===== src/hw/rtl/grouped_bitmap_block_allocator_top_macros.svh =====
// Assertion macros for the block allocator.
// Each macro checks an implication on the rising edge of i_clk,
// held off while i_rst_n is low.
`ifndef GROUPED_BITMAP_BLOCK_ALLOCATOR_TOP_MACROS_SVH
`define GROUPED_BITMAP_BLOCK_ALLOCATOR_TOP_MACROS_SVH
`ifndef SYNTHESIS
`define GBBA_ASSERT_IMP(lbl, ante, cons) \
    lbl: assert property (@(posedge i_clk) disable iff (!i_rst_n) (ante) |-> (cons)) \
        else $error("gbba assertion failed");
`define GBBA_ASSERT_NEXT(lbl, ante, cons) \
    lbl: assert property (@(posedge i_clk) disable iff (!i_rst_n) (ante) |=> (cons)) \
        else $error("gbba assertion failed");
`else
`define GBBA_ASSERT_IMP(lbl, ante, cons)
`define GBBA_ASSERT_NEXT(lbl, ante, cons)
`endif
`endif


===== src/hw/rtl/gbba_pkg.sv =====
// ----------------------------------------------------------------------------
// gbba_pkg
// Shared constants, codes and types of the grouped bitmap block allocator.
// ----------------------------------------------------------------------------
package gbba_pkg;

    localparam int NUM_GROUPS       = 16;
    localparam int GROUP_SIZE       = 1024;
    localparam int MAX_ALLOC        = 16;
    localparam int WORD_BITS        = 32;
    localparam int WORDS_PER_GROUP  = GROUP_SIZE / WORD_BITS;

    localparam int BLK_W   = 14;
    localparam int OFF_W   = $clog2(GROUP_SIZE);
    localparam int GRP_W   = $clog2(NUM_GROUPS);
    localparam int WIDX_W  = $clog2(WORDS_PER_GROUP);
    localparam int BIT_W   = $clog2(WORD_BITS);
    localparam int CNT_W   = 5;
    localparam int RESV_W  = 5;
    localparam int CFG_W   = 5;
    localparam int GCNT_W  = 11;
    localparam int TOTAL_W = 15;
    localparam int ADDR_W  = GRP_W + WIDX_W;
    localparam int MEM_DEPTH = NUM_GROUPS * WORDS_PER_GROUP;

    localparam int CMD_FIFO_DEPTH = 2;
    localparam int FIFO_PTR_W     = $clog2(CMD_FIFO_DEPTH);

    localparam logic [GCNT_W-1:0]  GROUP_MAX = GCNT_W'(GROUP_SIZE);
    localparam logic [TOTAL_W-1:0] TOTAL_MAX = TOTAL_W'(NUM_GROUPS * GROUP_SIZE);

    typedef enum logic {
        OP_ALLOC = 1'b0,
        OP_FREE  = 1'b1
    } t_opcode;

    typedef enum logic {
        CFG_GROUPS = 1'b0,
        CFG_RESV   = 1'b1
    } t_cfg_idx;

    typedef enum logic [1:0] {
        STAT_OK           = 2'd0,
        STAT_NOSPACE      = 2'd1,
        STAT_INVALID      = 2'd2,
        STAT_ALREADY_FREE = 2'd3
    } t_status;

    typedef enum logic [1:0] {
        CMD_ALLOC,
        CMD_FREE,
        CMD_BAD
    } t_cmd_kind;

    typedef enum logic [3:0] {
        BS_CLEAR,
        BS_IDLE,
        BS_GSEL,
        BS_RD,
        BS_SCAN,
        BS_NOSPACE,
        BS_BAD,
        BS_FREE_RD,
        BS_FREE_CHK
    } t_bstate;

    typedef struct packed {
        t_cmd_kind          kind;
        logic [BLK_W-1:0]   target;
        logic [CNT_W-1:0]   want;
        logic               hint_ok;
    } t_cmd;

    typedef struct packed {
        logic [GRP_W:0]     act;
        logic [RESV_W-1:0]  resv;
    } t_cfg;

    typedef struct packed {
        logic clearing;
        logic idle;
    } t_back_sts;

endpackage


===== src/hw/rtl/gbba_cmd_fifo.sv =====
// ----------------------------------------------------------------------------
// gbba_cmd_fifo
// Short command queue between the front classifier and the back sequencer.
// ----------------------------------------------------------------------------
module gbba_cmd_fifo (
    input  logic           i_clk,
    input  logic           i_rst_n,
    input  logic           i_push,
    input  gbba_pkg::t_cmd i_cmd,
    input  logic           i_pop,
    output gbba_pkg::t_cmd o_cmd,
    output logic           o_empty,
    output logic           o_full
);
    import gbba_pkg::*;

    t_cmd                  r_mem [CMD_FIFO_DEPTH];
    logic [FIFO_PTR_W-1:0] r_wp;
    logic [FIFO_PTR_W-1:0] r_rp;
    logic [FIFO_PTR_W:0]   r_count;

    assign o_cmd   = r_mem[r_rp];
    assign o_empty = (r_count == '0);
    assign o_full  = (r_count == (FIFO_PTR_W+1)'(CMD_FIFO_DEPTH));

    always_ff @(posedge i_clk) begin
        if (!i_rst_n) begin
            r_wp    <= '0;
            r_rp    <= '0;
            r_count <= '0;
        end else begin
            if (i_push) begin
                r_wp <= r_wp + FIFO_PTR_W'(1);
            end
            if (i_pop) begin
                r_rp <= r_rp + FIFO_PTR_W'(1);
            end
            if (i_push && !i_pop) begin
                r_count <= r_count + (FIFO_PTR_W+1)'(1);
            end else if (i_pop && !i_push) begin
                r_count <= r_count - (FIFO_PTR_W+1)'(1);
            end
        end
    end

    always_ff @(posedge i_clk) begin
        if (i_push) begin
            r_mem[r_wp] <= i_cmd;
        end
    end

endmodule


===== config.mk =====
export PLATFORM = sky130hd
export DESIGN_NAME = gbba_cmd_fifo
export DESIGN_NICKNAME = d
export VERILOG_FILES = /design/src/hw/rtl/grouped_bitmap_block_allocator_top_macros.svh /design/src/hw/rtl/gbba_pkg.sv /design/src/hw/rtl/gbba_cmd_fifo.sv
export SDC_FILE = /design/constraint.sdc
export NUM_CORES = 1
export LEC_CHECK = 0
export BUFFER_PORTS_ARGS = -buffer_cell sky130_fd_sc_hd__buf_2
export CORE_MARGIN = 2
export CORE_UTILIZATION = 54
export CTS_CLUSTER_DIAMETER = 100
export CTS_CLUSTER_SIZE = 8
export DETAILED_ROUTE_END_ITERATION = 7
export MAX_ROUTING_LAYER = met4
export PLACE_DENSITY_LB_ADDON = 0.12
export SLEW_MARGIN = 20
export SYNTH_ARGS = -nofsm -noshare
export SYNTH_HDL_FRONTEND = slang
export SYNTH_SLANG_ARGS = --single-unit
export TNS_END_PERCENT = 100

===== constraint.sdc =====
create_clock -name i_clk -period 4.97 [get_ports i_clk]
set_input_delay 0.994 -clock i_clk [delete_from_list [all_inputs] [get_ports i_clk]]
set_output_delay 0.994 -clock i_clk [all_outputs]
set_load 0.05 [all_outputs]

# Word level (Yosys, flattened, before mapping)
# Memories as Yosys holds them, arrays and structs flattened. A register that Yosys moved wholly into a read port is not among the register bits.
# Cells that the tools add are included.
totals:
  memories: 1
  out_inout_bits: 24
  ram_bits: 44
  input_bits: 26
  reg_bits: 4
  wordCells: 21
memory_table:
  columns: ["name", "depth", "word_bits", "read_ports", "rd_ports_with_merged_regs", "wr", "line_no", "source"]
  rows:
  - ["r_mem", 2, 22, 1, 1, 1, "gbba_cmd_fifo.sv:17", "t_cmd r_mem [CMD_FIFO_DEPTH];"]
classes:
  n_eq_ne: 1
  add_sub_neg: 4
  n_reduce_logical: 6
  mux: 6
ops:
  columns: ["cell", "count"]
  rows:
  - ["2-to-1 mux 1 bit", 4]
  - ["2-to-1 mux 2 bit", 2]
  - ["adder 1 bit (second input constant)", 2]
  - ["adder 2 x 1 -> 2 bit (second input constant)", 1]
  - ["equality test 2 bit (second input constant)", 1]
  - ["logical AND 1 bit", 2]
  - ["logical NOT 1 bit", 2]
  - ["logical NOT 2 bit", 1]
  - ["nonzero test 2 bit", 1]
  - ["subtractor 2 x 1 -> 2 bit (second input constant)", 1]

# Longest topological paths before layout
logic_depth:
  ltp_word: 4
  ltp_mapped: 5
  ltp_nobuf: 5

# Worst setup path after synthesis
# No wires, ideal clock.
synth_path:
  path_type: "input -> register"
  startpoint: "input port i_push"
  endpoint: "memory r_mem[0][0] (netlist bit), enable pin"
  setup_ps: 405
  arrival_time_ps: 2045
  slack_ps: 2520
  cell_stages: 1
  n_path_buf: 0
  required_time_ps: 4565
  cell_sequence: "nor2b_1"
synth_via:
  elab_chain_cells: 2
synth_rtl:
  columns: ["item", "line_no", "source"]
  rows:
  - ["start: declaration", "gbba_cmd_fifo.sv:8", "input logic i_push,"]
  - ["2-to-1 mux 1 bit", "gbba_cmd_fifo.sv:47", "if (i_push) begin"]
  - ["2-to-1 mux 1 bit (implied by the code)", "gbba_cmd_fifo.sv:48", "r_mem[r_wp] <= i_cmd;"]
  - ["end: declaration", "gbba_cmd_fifo.sv:17", null]
# No other way between the ends.

==> results.json <==
{
  "floorplan.initialDensity": 0.579,
  "total_power_mw": 0.876,
  "post-route-util": 0.703,
  "grt_max_degree": 24,
  "synth_nets": 117,
  "grt_pass1_vias": 956,
  "start_kind": "flop",
  "wl_per_cell_um": 14.6,
  "final_cell_mix": "buf_2, edfxtp_1, mux2_2, dfxtp_1, clkbuf_4",
  "power.internal_mw": 0.642,
  "crit_path_end": "o_cmd[14]",
  "powerDensity_nw_per_um2": 401,
  "cts.sink_count": 49,
  "dp_hpwl_um": 1880,
  "htreeDepth": 2,
  "num_io_pins": 50,
  "track_usage": 0.168,
  "skew_ns": 0.0121,
  "cts-resized-gates": 0,
  "reg2reg_from": "r_wp",
  "ir_drop_v": 0.000330,
  "drtIter0Drc": 20,
  "switching_power_mw": 0.233,
  "clkTransAtPathRegs_ns": 0.13,
  "die_w_um": 61.7,
  "crit_arrival_ns": 1.97,
  "final_antenna_net_count": 0,
  "fp-row-count": 20,
  "r2r-end": "r_mem[1][18]",
  "tightestPinTransition_ns": 1.01,
  "layout_commonest_cell": "buf_2",
  "syn_area_per_cell_sq_um": 20.0,
  "p_leak_nw": 0.838,
  "routed_wirelength_um": 2760,
  "dpl.cell_count": 181,
  "p_seq_frac": 0.558,
  "seqCellArea_sq_um": 1420,
  "die_area_sq_um": 3810,
  "fin_tns_setup_ns": 0,
  "num_antenna_cells": 0,
  "clockPowerShare": 0.266,
  "syn_inst": 90,
  "num-nets-final": 171,
  "avgViaCountPerCell": 4.81,
  "critPathMaxFanout": 22,
  "period_needed_ns": 2.96,
  "cts_root_buffer": "clkbuf_4",
  "fillers": 246,
  "rsz0062_at_grt": "false",
  "cts_buffer_depth": 2,
  "fp.dieH_um": 61.7,
  "syn2layout_area_growth_pct": 21.3,
  "hold_violations": 0,
  "slew_headroom": 0.329,
  "finalSetupViolCount": 0,
  "drv_slew": 0,
  "synth-seq-cells": 49,
  "hold_buffers": 0,
  "p_comb_frac": 0.176,
  "drc_errors": 0,
  "r2r_slack_ns": 3.39,
  "required_ns": 3.98,
  "clock_latency_ns": 0.35,
  "drive_above_1_share": 0.552,
  "whs_ns": 0.530,
  "hold_path_class": "flop to flop",
  "ys_warn_count": 0,
  "grt_pass1_wl_um": 4180,
  "fin_crit_sh": 0.597,
  "grt_antenna_before_repair": 0,
  "cts_buffers": 5,
  "fmax_mhz": 337,
  "gp_congestion": 0.584,
  "multi_input_area_sq_um": 370,
  "worstSetupEndpointType": "primary output",
  "r2r_cells": 1,
  "yosys.cell_types.count": 16,
  "grt-ovfl-total": 0,
  "seq_area_frac_synth": 0.791,
  "tritoncts": "yes",
  "switching_share": 0.266,
  "num_vias": 910,
  "portBuffers": 49,
  "syn_area_sq_um": 1800,
  "setup.worst_path.class": "flop to primary output",
  "status": "finished, final reports clean",
  "drt_first_pass_iters": 3,
  "final_cells": 189,
  "fp.coreArea_sq_um": 3100,
  "postCtsSetupBuffers": 0,
  "maxCapViolCount": 0
}
-- worst max-delay path, cell delays in order, from the launching register on --
cell and delay [ns]:
dfxtp_1 0.99, mux2_2 0.43, buf_2 0.21
-- power groups by stage --
| stage | Clock [mW] | Sequential [mW] | Combinational, mW |
|---|---|---|---|
| detailed placement | 0 | 0.498 | 0.156 |
| global placement | 0 | 0.496 | 0.152 |
| finish | 0.233 | 0.489 | 0.154 |
| CTS | 0.242 | 0.489 | 0.156 |
| floorplan | 0 | 0.489 | 0.124 |
| global route | 0.256 | 0.492 | 0.163 |
-- flip-flops by register name, indices dropped and copies added, names as in the netlist, named ones only --
signal,count
r_rp,1
r_count,2
r_mem,44
r_wp,1
-- synthesized netlist by cell type --
| cell | count | share of area |
|---|---|---|
| or3_1 | 1 | 0.0035 |
| and2b_2 | 1 | 0.0049 |
| ha_1 | 1 | 0.0070 |
| o21a_1 | 1 | 0.0042 |
| a21boi_1 | 1 | 0.0042 |
| xnor2_1 | 1 | 0.0049 |
| nor2_1 | 1 | 0.0021 |
| nor2b_1 | 2 | 0.0070 |
| dfxtp_1 | 5 | 0.056 |
| and2_1 | 4 | 0.014 |
| o21ai_0 | 1 | 0.0028 |
| xor2_1 | 2 | 0.0097 |
| mux2_2 | 22 | 0.14 |
| inv_1 | 1 | 0.0021 |
| edfxtp_1 | 44 | 0.73 |
| buf_2 | 2 | 0.0056 |
-- routing by layer --
| layer | wire length (um) | track usage | vias up |
|---|---|---|---|
| met1 | 1100 | 0.168 | 423 |
| met4 | 25 | 0.0699 | 0 |
| met2 | 1440 | 0.293 | 36 |
| met3 | 187 | 0.0642 | 3 |
| li1 | - | - | 448 |
| met5 | 0 | - | - |
-- how the worst min path moves through the flow --
stage / startpoint / end / slack (ns) / cells after the start
2_1_floorplan: r_count[1] / r_count[1] / 0.47 / 2
3_3_place_gp: r_count[1] / r_count[1] / 0.48 / 2
3_5_place_dp: r_count[1] / r_count[1] / 0.51 / 2
4_1_cts: r_count[1] / r_count[1] / 0.52 / 2
5_1_grt: r_count[1] / r_count[1] / 0.57 / 2
6_report: r_count[1] / r_count[1] / 0.53 / 2
-- logic make-up (layout without fill, tap and decap cells) --
| kind of cell | count (synthesis) | in the layout | synth area share |
|---|---|---|---|
| adder cells (fa/ha/maj) | 1 | 1 | 0.00696 |
| multiplexers | 22 | 22 | 0.138 |
| AND/OR/NAND/NOR | 9 | 9 | 0.0313 |
| flip-flops | 49 | 49 | 0.791 |
| buffers and inverters | 3 | 58 | 0.00765 |
| XOR/XNOR | 3 | 3 | 0.0146 |
| AO/OA/AOI/OAI | 3 | 3 | 0.0111 |
-- layout make-up --
| cell class | count | share of cell area |
|---|---|---|
| tap | 44 | 0.0252 |
| clock inverter | 1 | 0.0138 |
| sequential | 49 | 0.652 |
| timing repair buffer | 49 | 0.112 |
| multi-input combinational | 38 | 0.170 |
| inverter | 1 | 0.00172 |
| clock buffer | 7 | 0.0252 |
-- per-stage QoR --
step           instance area (sq um)  setup WS [ns]
6_report                        2180           2.01
5_1_grt                         2180           1.86
4_1_cts                         2180           1.96
3_5_place_dp                    2100           2.38
3_3_place_gp                    2090           2.39
2_1_floorplan                   1800           2.52
Note: power is estimated with default switching activity, not from simulation.
