===== config.mk =====
export PLATFORM = sky130hd
export DESIGN_NAME = gbba_front
export DESIGN_NICKNAME = d
export VERILOG_FILES = /design/src/hw/rtl/grouped_bitmap_block_allocator_top_macros.svh /design/src/hw/rtl/gbba_pkg.sv /design/src/hw/rtl/gbba_front.sv
export SDC_FILE = /design/constraint.sdc
export NUM_CORES = 1
export LEC_CHECK = 0
export ABC_AREA = 1
export BUFFER_PORTS_ARGS = -buffer_cell sky130_fd_sc_hd__buf_2
export CORE_MARGIN = 2
export CORE_UTILIZATION = 38
export DETAILED_ROUTE_END_ITERATION = 6
export PLACE_DENSITY = 0.95
export SYNTH_ARGS = -nofsm -noshare
export SYNTH_HDL_FRONTEND = slang
export SYNTH_SLANG_ARGS = --single-unit

===== constraint.sdc =====
create_clock -name vclk -period 1.38
set_clock_uncertainty 0.15 [all_clocks]
set_input_delay 0.069 -clock vclk [all_inputs]
set_output_delay 0.069 -clock vclk [all_outputs]
set_load 0.01 [all_outputs]

===== src/hw/rtl/grouped_bitmap_block_allocator_top_macros.svh =====
// Assertion macros for the block allocator.
// Each macro checks an implication on the rising edge of i_clk,
// held off while i_rst_n is low.
`ifndef GROUPED_BITMAP_BLOCK_ALLOCATOR_TOP_MACROS_SVH
`define GROUPED_BITMAP_BLOCK_ALLOCATOR_TOP_MACROS_SVH
`ifndef SYNTHESIS
`define GBBA_ASSERT_IMP(lbl, ante, cons) \
    lbl: assert property (@(posedge i_clk) disable iff (!i_rst_n) (ante) |-> (cons)) \
        else $error("gbba assertion failed");
`define GBBA_ASSERT_NEXT(lbl, ante, cons) \
    lbl: assert property (@(posedge i_clk) disable iff (!i_rst_n) (ante) |=> (cons)) \
        else $error("gbba assertion failed");
`else
`define GBBA_ASSERT_IMP(lbl, ante, cons)
`define GBBA_ASSERT_NEXT(lbl, ante, cons)
`endif
`endif


===== src/hw/rtl/gbba_pkg.sv =====
// ----------------------------------------------------------------------------
// gbba_pkg
// Shared constants, codes and types of the grouped bitmap block allocator.
// ----------------------------------------------------------------------------
package gbba_pkg;

    localparam int NUM_GROUPS       = 16;
    localparam int GROUP_SIZE       = 1024;
    localparam int MAX_ALLOC        = 16;
    localparam int WORD_BITS        = 32;
    localparam int WORDS_PER_GROUP  = GROUP_SIZE / WORD_BITS;

    localparam int BLK_W   = 14;
    localparam int OFF_W   = $clog2(GROUP_SIZE);
    localparam int GRP_W   = $clog2(NUM_GROUPS);
    localparam int WIDX_W  = $clog2(WORDS_PER_GROUP);
    localparam int BIT_W   = $clog2(WORD_BITS);
    localparam int CNT_W   = 5;
    localparam int RESV_W  = 5;
    localparam int CFG_W   = 5;
    localparam int GCNT_W  = 11;
    localparam int TOTAL_W = 15;
    localparam int ADDR_W  = GRP_W + WIDX_W;
    localparam int MEM_DEPTH = NUM_GROUPS * WORDS_PER_GROUP;

    localparam int CMD_FIFO_DEPTH = 2;
    localparam int FIFO_PTR_W     = $clog2(CMD_FIFO_DEPTH);

    localparam logic [GCNT_W-1:0]  GROUP_MAX = GCNT_W'(GROUP_SIZE);
    localparam logic [TOTAL_W-1:0] TOTAL_MAX = TOTAL_W'(NUM_GROUPS * GROUP_SIZE);

    typedef enum logic {
        OP_ALLOC = 1'b0,
        OP_FREE  = 1'b1
    } t_opcode;

    typedef enum logic {
        CFG_GROUPS = 1'b0,
        CFG_RESV   = 1'b1
    } t_cfg_idx;

    typedef enum logic [1:0] {
        STAT_OK           = 2'd0,
        STAT_NOSPACE      = 2'd1,
        STAT_INVALID      = 2'd2,
        STAT_ALREADY_FREE = 2'd3
    } t_status;

    typedef enum logic [1:0] {
        CMD_ALLOC,
        CMD_FREE,
        CMD_BAD
    } t_cmd_kind;

    typedef enum logic [3:0] {
        BS_CLEAR,
        BS_IDLE,
        BS_GSEL,
        BS_RD,
        BS_SCAN,
        BS_NOSPACE,
        BS_BAD,
        BS_FREE_RD,
        BS_FREE_CHK
    } t_bstate;

    typedef struct packed {
        t_cmd_kind          kind;
        logic [BLK_W-1:0]   target;
        logic [CNT_W-1:0]   want;
        logic               hint_ok;
    } t_cmd;

    typedef struct packed {
        logic [GRP_W:0]     act;
        logic [RESV_W-1:0]  resv;
    } t_cfg;

    typedef struct packed {
        logic clearing;
        logic idle;
    } t_back_sts;

endpackage


===== src/hw/rtl/gbba_front.sv =====
// ----------------------------------------------------------------------------
// gbba_front
// Accepts input beats and classifies them into queued commands.
// ----------------------------------------------------------------------------
module gbba_front (
    input  logic                       i_valid,
    input  logic                       i_opcode,
    input  logic [gbba_pkg::BLK_W-1:0] i_target_block,
    input  logic [gbba_pkg::CNT_W-1:0] i_request_count,
    input  gbba_pkg::t_cfg             i_cfg,
    input  logic                       i_hold,
    output logic                       o_stall,
    output logic                       o_push,
    output gbba_pkg::t_cmd             o_cmd
);
    import gbba_pkg::*;

    logic [GRP_W:0]     grp;
    logic [OFF_W-1:0]   off;
    logic [CNT_W-1:0]   want;
    logic               is_free;
    logic               bad_free;

    always_comb begin
        grp      = {1'b0, i_target_block[BLK_W-1:OFF_W]};
        off      = i_target_block[OFF_W-1:0];
        want     = (i_request_count > CNT_W'(MAX_ALLOC)) ? CNT_W'(MAX_ALLOC) : i_request_count;
        is_free  = (i_opcode == OP_FREE);
        bad_free = (i_target_block == '0) || (grp >= i_cfg.act)
                || (off < OFF_W'(i_cfg.resv));

        o_cmd.target  = i_target_block;
        o_cmd.want    = want;
        o_cmd.hint_ok = (grp < i_cfg.act);
        if (!is_free) begin
            o_cmd.kind = CMD_ALLOC;
        end else if (bad_free) begin
            o_cmd.kind = CMD_BAD;
        end else begin
            o_cmd.kind = CMD_FREE;
        end

        o_stall = i_hold;
        // An allocation of zero blocks is taken and produces nothing.
        o_push  = i_valid && !i_hold && (is_free || (want != '0));
    end

endmodule


### Yosys cells after proc, flatten, opt, wreduce, memory -nomap -nowiden

Index checks and enable logic that the tools add are counted.

| cells by class | value |
|---|---|
| order comparisons | 4 |
| mux-type cells | 3 |
| reductions and logical operators | 8 |

Operator list:

| operator | number |
|---|---|
| 14-bit zero test | 1 |
| 10-bit by 5-bit < comparator with 1-bit output | 1 |
| 4-bit by 5-bit greater-or-equal comparator with 1-bit output | 1 |
| 5-bit > comparator, second input constant | 1 |
| 4-bit by 5-bit < comparator with 1-bit output | 1 |
| 5-bit 2-to-1 mux | 1 |
| 5-bit nonzero test | 1 |
| 2-bit 2-to-1 mux | 2 |
| 1-bit logical OR | 3 |
| 1-bit logical AND | 2 |
| 1-bit zero test | 1 |

| word-level totals | value |
|---|---|
| flip-flop bits (word level) | 0 |
| input bits | 32 |
| output and inout port bits | 24 |
| logic and storage cells | 15 |

### Depth between registers and ports, before layout

Gate-level depths: netlist of the first run.

| depth | value |
|---|---|
| word-level depth | 5 |
| depth in mapped cells | 11 |
| gate-level depth less buffers | 11 |

### Worst setup path before layout of the first run

OpenSTA, ideal clock, no wires.

| path | value |
|---|---|
| path type | input to output |
| start point | in i_cfg[7] (netlist bit) |
| end point | out o_cmd[20] (netlist bit) |
| arrival | 997 ps |
| data required time | 1161 ps |
| setup slack | 164 ps |
| stages | 9 |
| buffers on the path | 0 |
| cells stage by stage | inv_1 ha_1 nand2_1 nand2_1 nand2_1 nand2_1 nor2_4 nand2_2 nor3_2 |

RTL lines:

| what | RTL line | RTL |
|---|---|---|
| start: declaration | gbba_front.sv:10 | `input gbba_pkg::t_cfg i_cfg,` |
| end: declaration | gbba_front.sv:14 | `output gbba_pkg::t_cmd o_cmd` |

==> reports/summary.json, run 1 <==
{
  "whs_endpoint": "o_cmd[6]",
  "total_drc_errors_in_the_routed_layout": 0,
  "cellPowerDensity_mw_per_mm2": 311,
  "final_area_sq_um": 860,
  "nNetsFinal": 185,
  "post_dp_cell_area_sq_um": 763,
  "slowest_stage": "sky130_fd_sc_hd__ha_4",
  "grt_antenna_before_repair": 0,
  "met2_length_mm": 1.06,
  "hold_path.startpoint": "i_target_block[0]",
  "post-route-worst-setup-slack_ns": -0.0144,
  "layout_worst_path_cycle_share_pct": 101,
  "die_height_um": 42.3,
  "hold_class": "in -> out",
  "layout.cells.most_common": "sky130_fd_sc_hd__buf_2",
  "critPathArrivalTime_ns": 1.18,
  "floorplan.die_area_sq_mm": 0.00179,
  "dr.max_layer_used": "met4",
  "grt.total_usage_pct": 18.6,
  "num_antenna_cells": 0,
  "worstHoldPathCells": 2,
  "leakage_power_total_nw": 0.539,
  "globalplace.congestion": 0.740,
  "critical_path.most_common_cell": "sky130_fd_sc_hd__nand2_1",
  "vias_in_the_first_global_route": 703,
  "most_frequent_cells_in_the_layout": "sky130_fd_sc_hd__buf_2, sky130_fd_sc_hd__inv_1, sky130_fd_sc_hd__nand2_1",
  "syn-instance-count": 100,
  "worstSetupStartpointType": "input port",
  "area.sequential_sq_um": 0,
  "avgSynthCellArea_sq_um": 5.58,
  "synthesis.yosys.warnings": 0,
  "path_cells": "buf_4 > ha_4 > nand2_1 > a21oi_1 > nor2_1 > nand2_1 > nand2_2 > nor3_2 > buf_2",
  "max_freq_ghz": 0.717,
  "crit_required_ns": 1.16,
  "final.fill_count": 130,
  "power.switching_fraction_pct": 52.4,
  "internal_power_mw": 0.127,
  "grt.overflow.total": 0,
  "tns_ns": -0.0281,
  "drt_pass1_iterations": 4,
  "remaining_antenna_violation_count_after_routing": 0,
  "cts_post_setup_buffers_inserted": 0,
  "hold-worst-slack_ns": 0.187,
  "syn-num-nets": 140,
  "clock_buffers": 0,
  "maxCapViolCount": 0,
  "report.final.slew_viol_count": 0,
  "rsz0062_at_grt": "true",
  "timing.final.setup_violations": 2,
  "grt_first_pass_wirelength_mm": 2.71,
  "power.sequential.fraction_pct": 0,
  "max-vdd-ir-drop_mv": 0.157,
  "yosysUniqueCellTypes": 16,
  "finalWorstPathRequiredPeriod_ns": 1.39,
  "synth_seq_area_share_pct": 0,
  "wl_met3_um": 76,
  "timing.critical_path.slowest_cell_delay_ns": 0.26,
  "slew_headroom_pct": 81.4,
  "seq_cells": 0,
  "share_comb_of_total_power_pct": 100.0,
  "detail_route.vias_per_cell": 4.51,
  "max_fo_critical_path": 3,
  "flow.area_growth_from_synthesis_pct": 54.0,
  "failed_checks": "negative setup slack",
  "final_hpwl_from_detailed_placement_mm": 1.40,
  "initial_utilization_pct": 41.8,
  "drive_gt1_share_pct": 58.7,
  "m1WireLength_um": 578,
  "syn-cell-area_sq_um": 558,
  "fp.dieW_um": 42.3,
  "pwr-share-clk_pct": 0,
  "detailroute.via_count": 712,
  "maximum_number_of_pins_on_one_net_before_global_route_repair": 6,
  "total_net_switching_power_mw": 0.140,
  "critical_path_class": "in -> out",
  "drt_first_iter_violations": 6,
  "wl_per_cell_um": 11.0,
  "rows": 13,
  "tightestPinTransition_ns": 0.277,
  "design.portCount": 56,
  "outcome": "finished, violations left",
  "finalWirelength_mm": 1.73,
  "io_buffer_count": 56,
  "fp.coreArea_sq_mm": 0.00133,
  "pre_cts_slack_ns": -0.0794,
  "end_kind": "output pin",
  "report.final.hold_viol_count": 0
}
## kinds of logic after synthesis
group	share of synthesized area [%]
compound gates	2.47
buf+inv	38.3
simple gates	41.3
fa+ha+maj	17.9
## layer usage
layer | track usage (%) | vias up
li1 | - | 363
met3 | 1.29 | 2
met2 | 43.4 | 31
met1 | 16.5 | 316
met4 | 1.88 | 0
met5 | 0 | -
## worst max path at each step
stage / start / endpoint
2_1_floorplan: i_cfg[7] / o_cmd[20]
3_3_place_gp: i_target_block[12] / o_cmd[21]
3_5_place_dp: i_target_block[12] / o_cmd[20]
4_1_cts: i_target_block[3] / o_cmd[21]
5_1_grt: i_target_block[3] / o_cmd[20]
6_report: i_target_block[3] / o_cmd[20]
## worst max-delay path, delay by kind of cell
kind	cells	cell delay (ns)
AO/OA/AOI/OAI	1	0.16
adder cells (fa/ha/maj)	1	0.26
buffers and inverters	2	0.29
AND/OR/NAND/NOR	5	0.40
## stage by stage
| stage | cells | power [mW] | util [%] |
|---|---|---|---|
| 2_1_floorplan | 100 | 0.143 | - |
| 3_3_place_gp | 158 | 0.218 | 57.2 |
| 3_5_place_dp | 158 | 0.230 | 57.2 |
| 4_1_cts | 158 | 0.258 | 62.9 |
| 5_1_grt | 158 | 0.294 | 64.4 |
| 6_report | 158 | 0.268 | 64.4 |
## synthesized netlist by cell type (all sizes together)
master,number,area (sq um)
inv,26,97.6
nor2,22,103
nand2,20,77.6
buf,15,113
ha,8,100
nand3,3,15.0
a21oi,1,5.00
clkbuf,1,3.75
nand4,1,12.5
nor3,1,10.0
nor4,1,12.5
o21ai,1,8.76
## power by group through the flow
| stage | sequential (mW) | clock, mW | combinational [mW] |
|---|---|---|---|
| CTS | 0 | 0 | 0.258 |
| floorplan | 0 | 0 | 0.143 |
| global route | 0 | 0 | 0.294 |
| detailed placement | 0 | 0 | 0.230 |
| global placement | 0 | 0 | 0.218 |
| finish | 0 | 0 | 0.268 |
## final cells by class
| class | instances | area (sq um) | area share (%) |
|---|---|---|---|
| inverters | 26 | 100 | 11.6 |
| repair buffers | 59 | 324 | 37.7 |
| well taps | 15 | 18.8 | 2.18 |
| multi-input cells | 58 | 417 | 48.5 |
## what timing repair did
item                       in CTS  in global routing
setup endpoints to repair       2                  2
gates cloned                    0                  0
resized for setup              14                  5
hold buffers                    0                  0
pin swaps                       3                  2
(Power assumes the default switching activity.)
==> inputs of run 2 (changes only) <==
- CELL_PAD_IN_SITES_DETAIL_PLACEMENT: unset -> 0
- CELL_PAD_IN_SITES_GLOBAL_PLACEMENT: unset -> 1
- CORE_ASPECT_RATIO: unset -> 1.5
- CORE_UTILIZATION: 38 -> 22
==> run 2 against run 1 <==
Against the previous run: worst hold slack about the same; the run still ends with negative setup slack left; global-route usage down 10 points; count of clock-buffer cells in the layout unchanged; utilization down 29 points; die area up 65%; critical path depth down 1; critical endpoint unchanged; power down 6.5%; combinational power down 7%.
==> reports/summary.json, run 2 (same netlist as run 1, synthesis figures left out) <==
{
  "max_freq": {"value": 0.723, "unit": "GHz", "change": "+0.75%"},
  "worstSetupStartpointType": "input port",
  "cellPowerDensity": {"value": 293, "unit": "mW/mm^2", "change": "-5.9%"},
  "tightestPinTransition": {"value": 0.260, "unit": "ns", "change": "-0.0167 ns"},
  "io_buffer_count": {"value": 56, "change": "unchanged"},
  "cts_post_setup_buffers_inserted": {"value": 0, "change": "unchanged"},
  "maximum_number_of_pins_on_one_net_before_global_route_repair": {"value": 6, "change": "unchanged"},
  "power.sequential.fraction": {"value": 0, "unit": "%", "change": "unchanged"},
  "worstHoldPathCells": {"value": 2, "change": "unchanged"},
  "fp.dieW": {"value": 45.1, "unit": "um", "change": "+6.6%"},
  "grt_antenna_before_repair": {"value": 0, "change": "unchanged"},
  "detail_route.vias_per_cell": {"value": 3.95, "change": "-12%"},
  "seq_cells": {"value": 0, "change": "unchanged"},
  "max_fo_critical_path": {"value": 3, "change": "unchanged"},
  "internal_power": {"value": 0.123, "unit": "mW", "change": "-3.7%"},
  "nNetsFinal": {"value": 186, "change": "+0.54%"},
  "rows": {"value": 22, "change": "+9"},
  "grt.total_usage": {"value": 8.43, "unit": "%", "change": "-10 points"},
  "leakage_power_total": {"value": 0.541, "unit": "nW", "change": "+0.42%"},
  "remaining_antenna_violation_count_after_routing": {"value": 0, "change": "unchanged"},
  "maxCapViolCount": {"value": 0, "change": "unchanged"},
  "layout_worst_path_cycle_share": {"value": 100, "unit": "%", "change": "-0.75 points"},
  "flow.area_growth_from_synthesis_pct": 53.1,
  "final_hpwl_from_detailed_placement": {"value": 1.19, "unit": "mm", "change": "-15%"},
  "post-route-util": {"value": 35.3, "unit": "%", "change": "-29 points"},
  "floorplan.die_area": {"value": 0.00296, "unit": "sq mm", "change": "+65%"},
  "hold_class": "in -> out",
  "slew_headroom": {"value": 82.5, "unit": "%", "change": "+1.1 points"},
  "globalplace.congestion": {"value": 0.663, "change": "-10%"},
  "post_dp_cell_area": {"value": 782, "unit": "sq um", "change": "+2.5%"},
  "die_height": {"value": 65.7, "unit": "um", "change": "+55%"},
  "num_antenna_cells": {"value": 0, "change": "unchanged"},
  "hold_path.startpoint": "i_target_block[0]",
  "power.switching_fraction": {"value": 50.9, "unit": "%", "change": "-1.4 points"},
  "finalWorstPathRequiredPeriod": {"value": 1.38, "unit": "ns", "change": "-0.0104 ns"},
  "drt_pass1_iterations": {"value": 2, "change": "-2"},
  "design.portCount": {"value": 56, "change": "unchanged"},
  "fp.coreArea": {"value": 0.00242, "unit": "sq mm", "change": "+82%"},
  "clock_buffers": {"value": 0, "change": "unchanged"},
  "report.final.hold_viol_count": {"value": 0, "change": "unchanged"},
  "drive_gt1_share": {"value": 56.3, "unit": "%", "change": "-2.5 points"},
  "finalWirelength": {"value": 1.32, "unit": "mm", "change": "-24%"},
  "vias_in_the_first_global_route": {"value": 539, "change": "-23%"},
  "grt.overflow.total": {"value": 0, "change": "unchanged"},
  "ctsHoldBuffers": {"value": 0, "change": "unchanged"},
  "end_kind": "output pin",
  "post-route-worst-setup-slack": {"value": -0.00400, "unit": "ns", "change": "+0.0104 ns"},
  "total_net_switching_power": {"value": 0.128, "unit": "mW", "change": "-9.1%"},
  "rsz0062_at_grt": "true",
  "failed_checks": "negative setup slack",
  "share_comb_of_total_power": {"value": 100.0, "unit": "%", "change": "about the same"},
  "drt_first_iter_violations": {"value": 5, "change": "-1"},
  "report.final.slew_viol_count": {"value": 0, "change": "unchanged"},
  "initial_utilization": {"value": 23.0, "unit": "%", "change": "-19 points"},
  "critical_path_class": "in -> out",
  "layout.cells.most_common": "sky130_fd_sc_hd__buf_2",
  "whs_endpoint": "o_cmd[6]",
  "critPathArrivalTime": {"value": 1.17, "unit": "ns", "change": "about the same"},
  "final_area": {"value": 855, "unit": "sq um", "change": "-0.58%"},
  "timing.final.setup_violations": {"value": 1, "change": "-1"},
  "total_power": {"value": 0.250, "unit": "mW", "change": "-6.5%"},
  "grt_first_pass_wirelength": {"value": 2.01, "unit": "mm", "change": "-26%"},
  "hold-worst-slack": {"value": 0.187, "unit": "ns", "change": "-0.000346 ns"},
  "outcome": "finished, violations left",
  "area.sequential": {"value": 0, "unit": "sq um", "change": "unchanged"},
  "total_drc_errors_in_the_routed_layout": {"value": 0, "change": "unchanged"},
  "detailroute.via_count": {"value": 664, "change": "-6.7%"},
  "final.fill_count": {"value": 284, "change": "+120%"},
  "most_frequent_cells_in_the_layout": "sky130_fd_sc_hd__buf_2, sky130_fd_sc_hd__inv_1, sky130_fd_sc_hd__nand2_1",
  "pwr-share-clk": {"value": 0, "unit": "%", "change": "unchanged"},
  "crit_required": {"value": 1.16, "unit": "ns", "change": "about the same"},
  "max-vdd-ir-drop": {"value": 0.0937, "unit": "mV", "change": "-40%"},
  "wl_per_cell": {"value": 7.86, "unit": "um", "change": "-28%"}
}
-- run 2: worst max path at each step --
| stage | from | slack (ns) | endpoint | depth (start not counted) |
|---|---|---|---|---|
| after floorplan | i_cfg[7] | 0.16 | o_cmd[20] | 9 |
| after global placement | i_target_block[12] | -0.01 | o_cmd[21] | 11 |
| after detailed placement | i_target_block[12] | -0.03 | o_cmd[21] | 11 |
| after CTS | i_cfg[4] | 0.01 | o_cmd[21] | 13 |
| after global routing | i_cfg[4] | -0.07 | o_cmd[20] | 12 |
| final | i_target_block[11] | -0.004 | o_cmd[20] | 8 |
-- run 2: power by group through the flow --
stage / sequential, mW / combinational (mW) / clock, mW
floorplan: 0 / 0.143 / 0
global placement: 0 / 0.229 / 0
detailed placement: 0 / 0.230 / 0
finish: 0 / 0.250 / 0
global route: 0 / 0.283 / 0
CTS: 0 / 0.242 / 0
-- run 2: final cells by class --
type / instances / area [sq um] / area share (%)
Tap cell: 24 / 30.0 / 3.51
Multi-Input combinational cell: 58 / 402 / 47.0
Inverter: 26 / 100 / 11.7
Timing Repair Buffer: 60 / 323 / 37.8
-- run 2: routing by layer --
| metal | routed length, um | up-vias | part of all wire, % | global-route usage (%) |
|---|---|---|---|---|
| met1 | 463 | 260 | 35 | 9.67 |
| li1 | - | 365 | - | - |
| met2 | 689 | 39 | 52 | 17.0 |
| met5 | 0 | - | 0 | 0 |
| met4 | 0 | 0 | 0 | 0 |
| met3 | 168 | 0 | 13 | 0.549 |
-- run 2: timing repair --
item | CTS | global route
pin swaps | 0 | 2
endpoints found under the setup margin | 2 | 2
gates resized for setup | 3 | 11
gates cloned | 0 | 0
-- run 2: critical path: stages --
cell	delay, ns
sky130_fd_sc_hd__buf_2	0.12
sky130_fd_sc_hd__ha_1	0.30
sky130_fd_sc_hd__nand4_2	0.14
sky130_fd_sc_hd__nor2_4	0.05
sky130_fd_sc_hd__nor2_4	0.11
sky130_fd_sc_hd__nand2_2	0.08
sky130_fd_sc_hd__nor3_2	0.16
sky130_fd_sc_hd__buf_2	0.15
-- run 2: per-stage QoR --
stage,cells,worst slack (ns),TNS [ns]
after floorplan,100,0.164,0
after global placement,168,-0.00978,-0.00978
after detailed placement,168,-0.0257,-0.0260
after CTS,168,0.0139,0
after global routing,168,-0.0690,-0.112
final,168,-0.00400,-0.00400
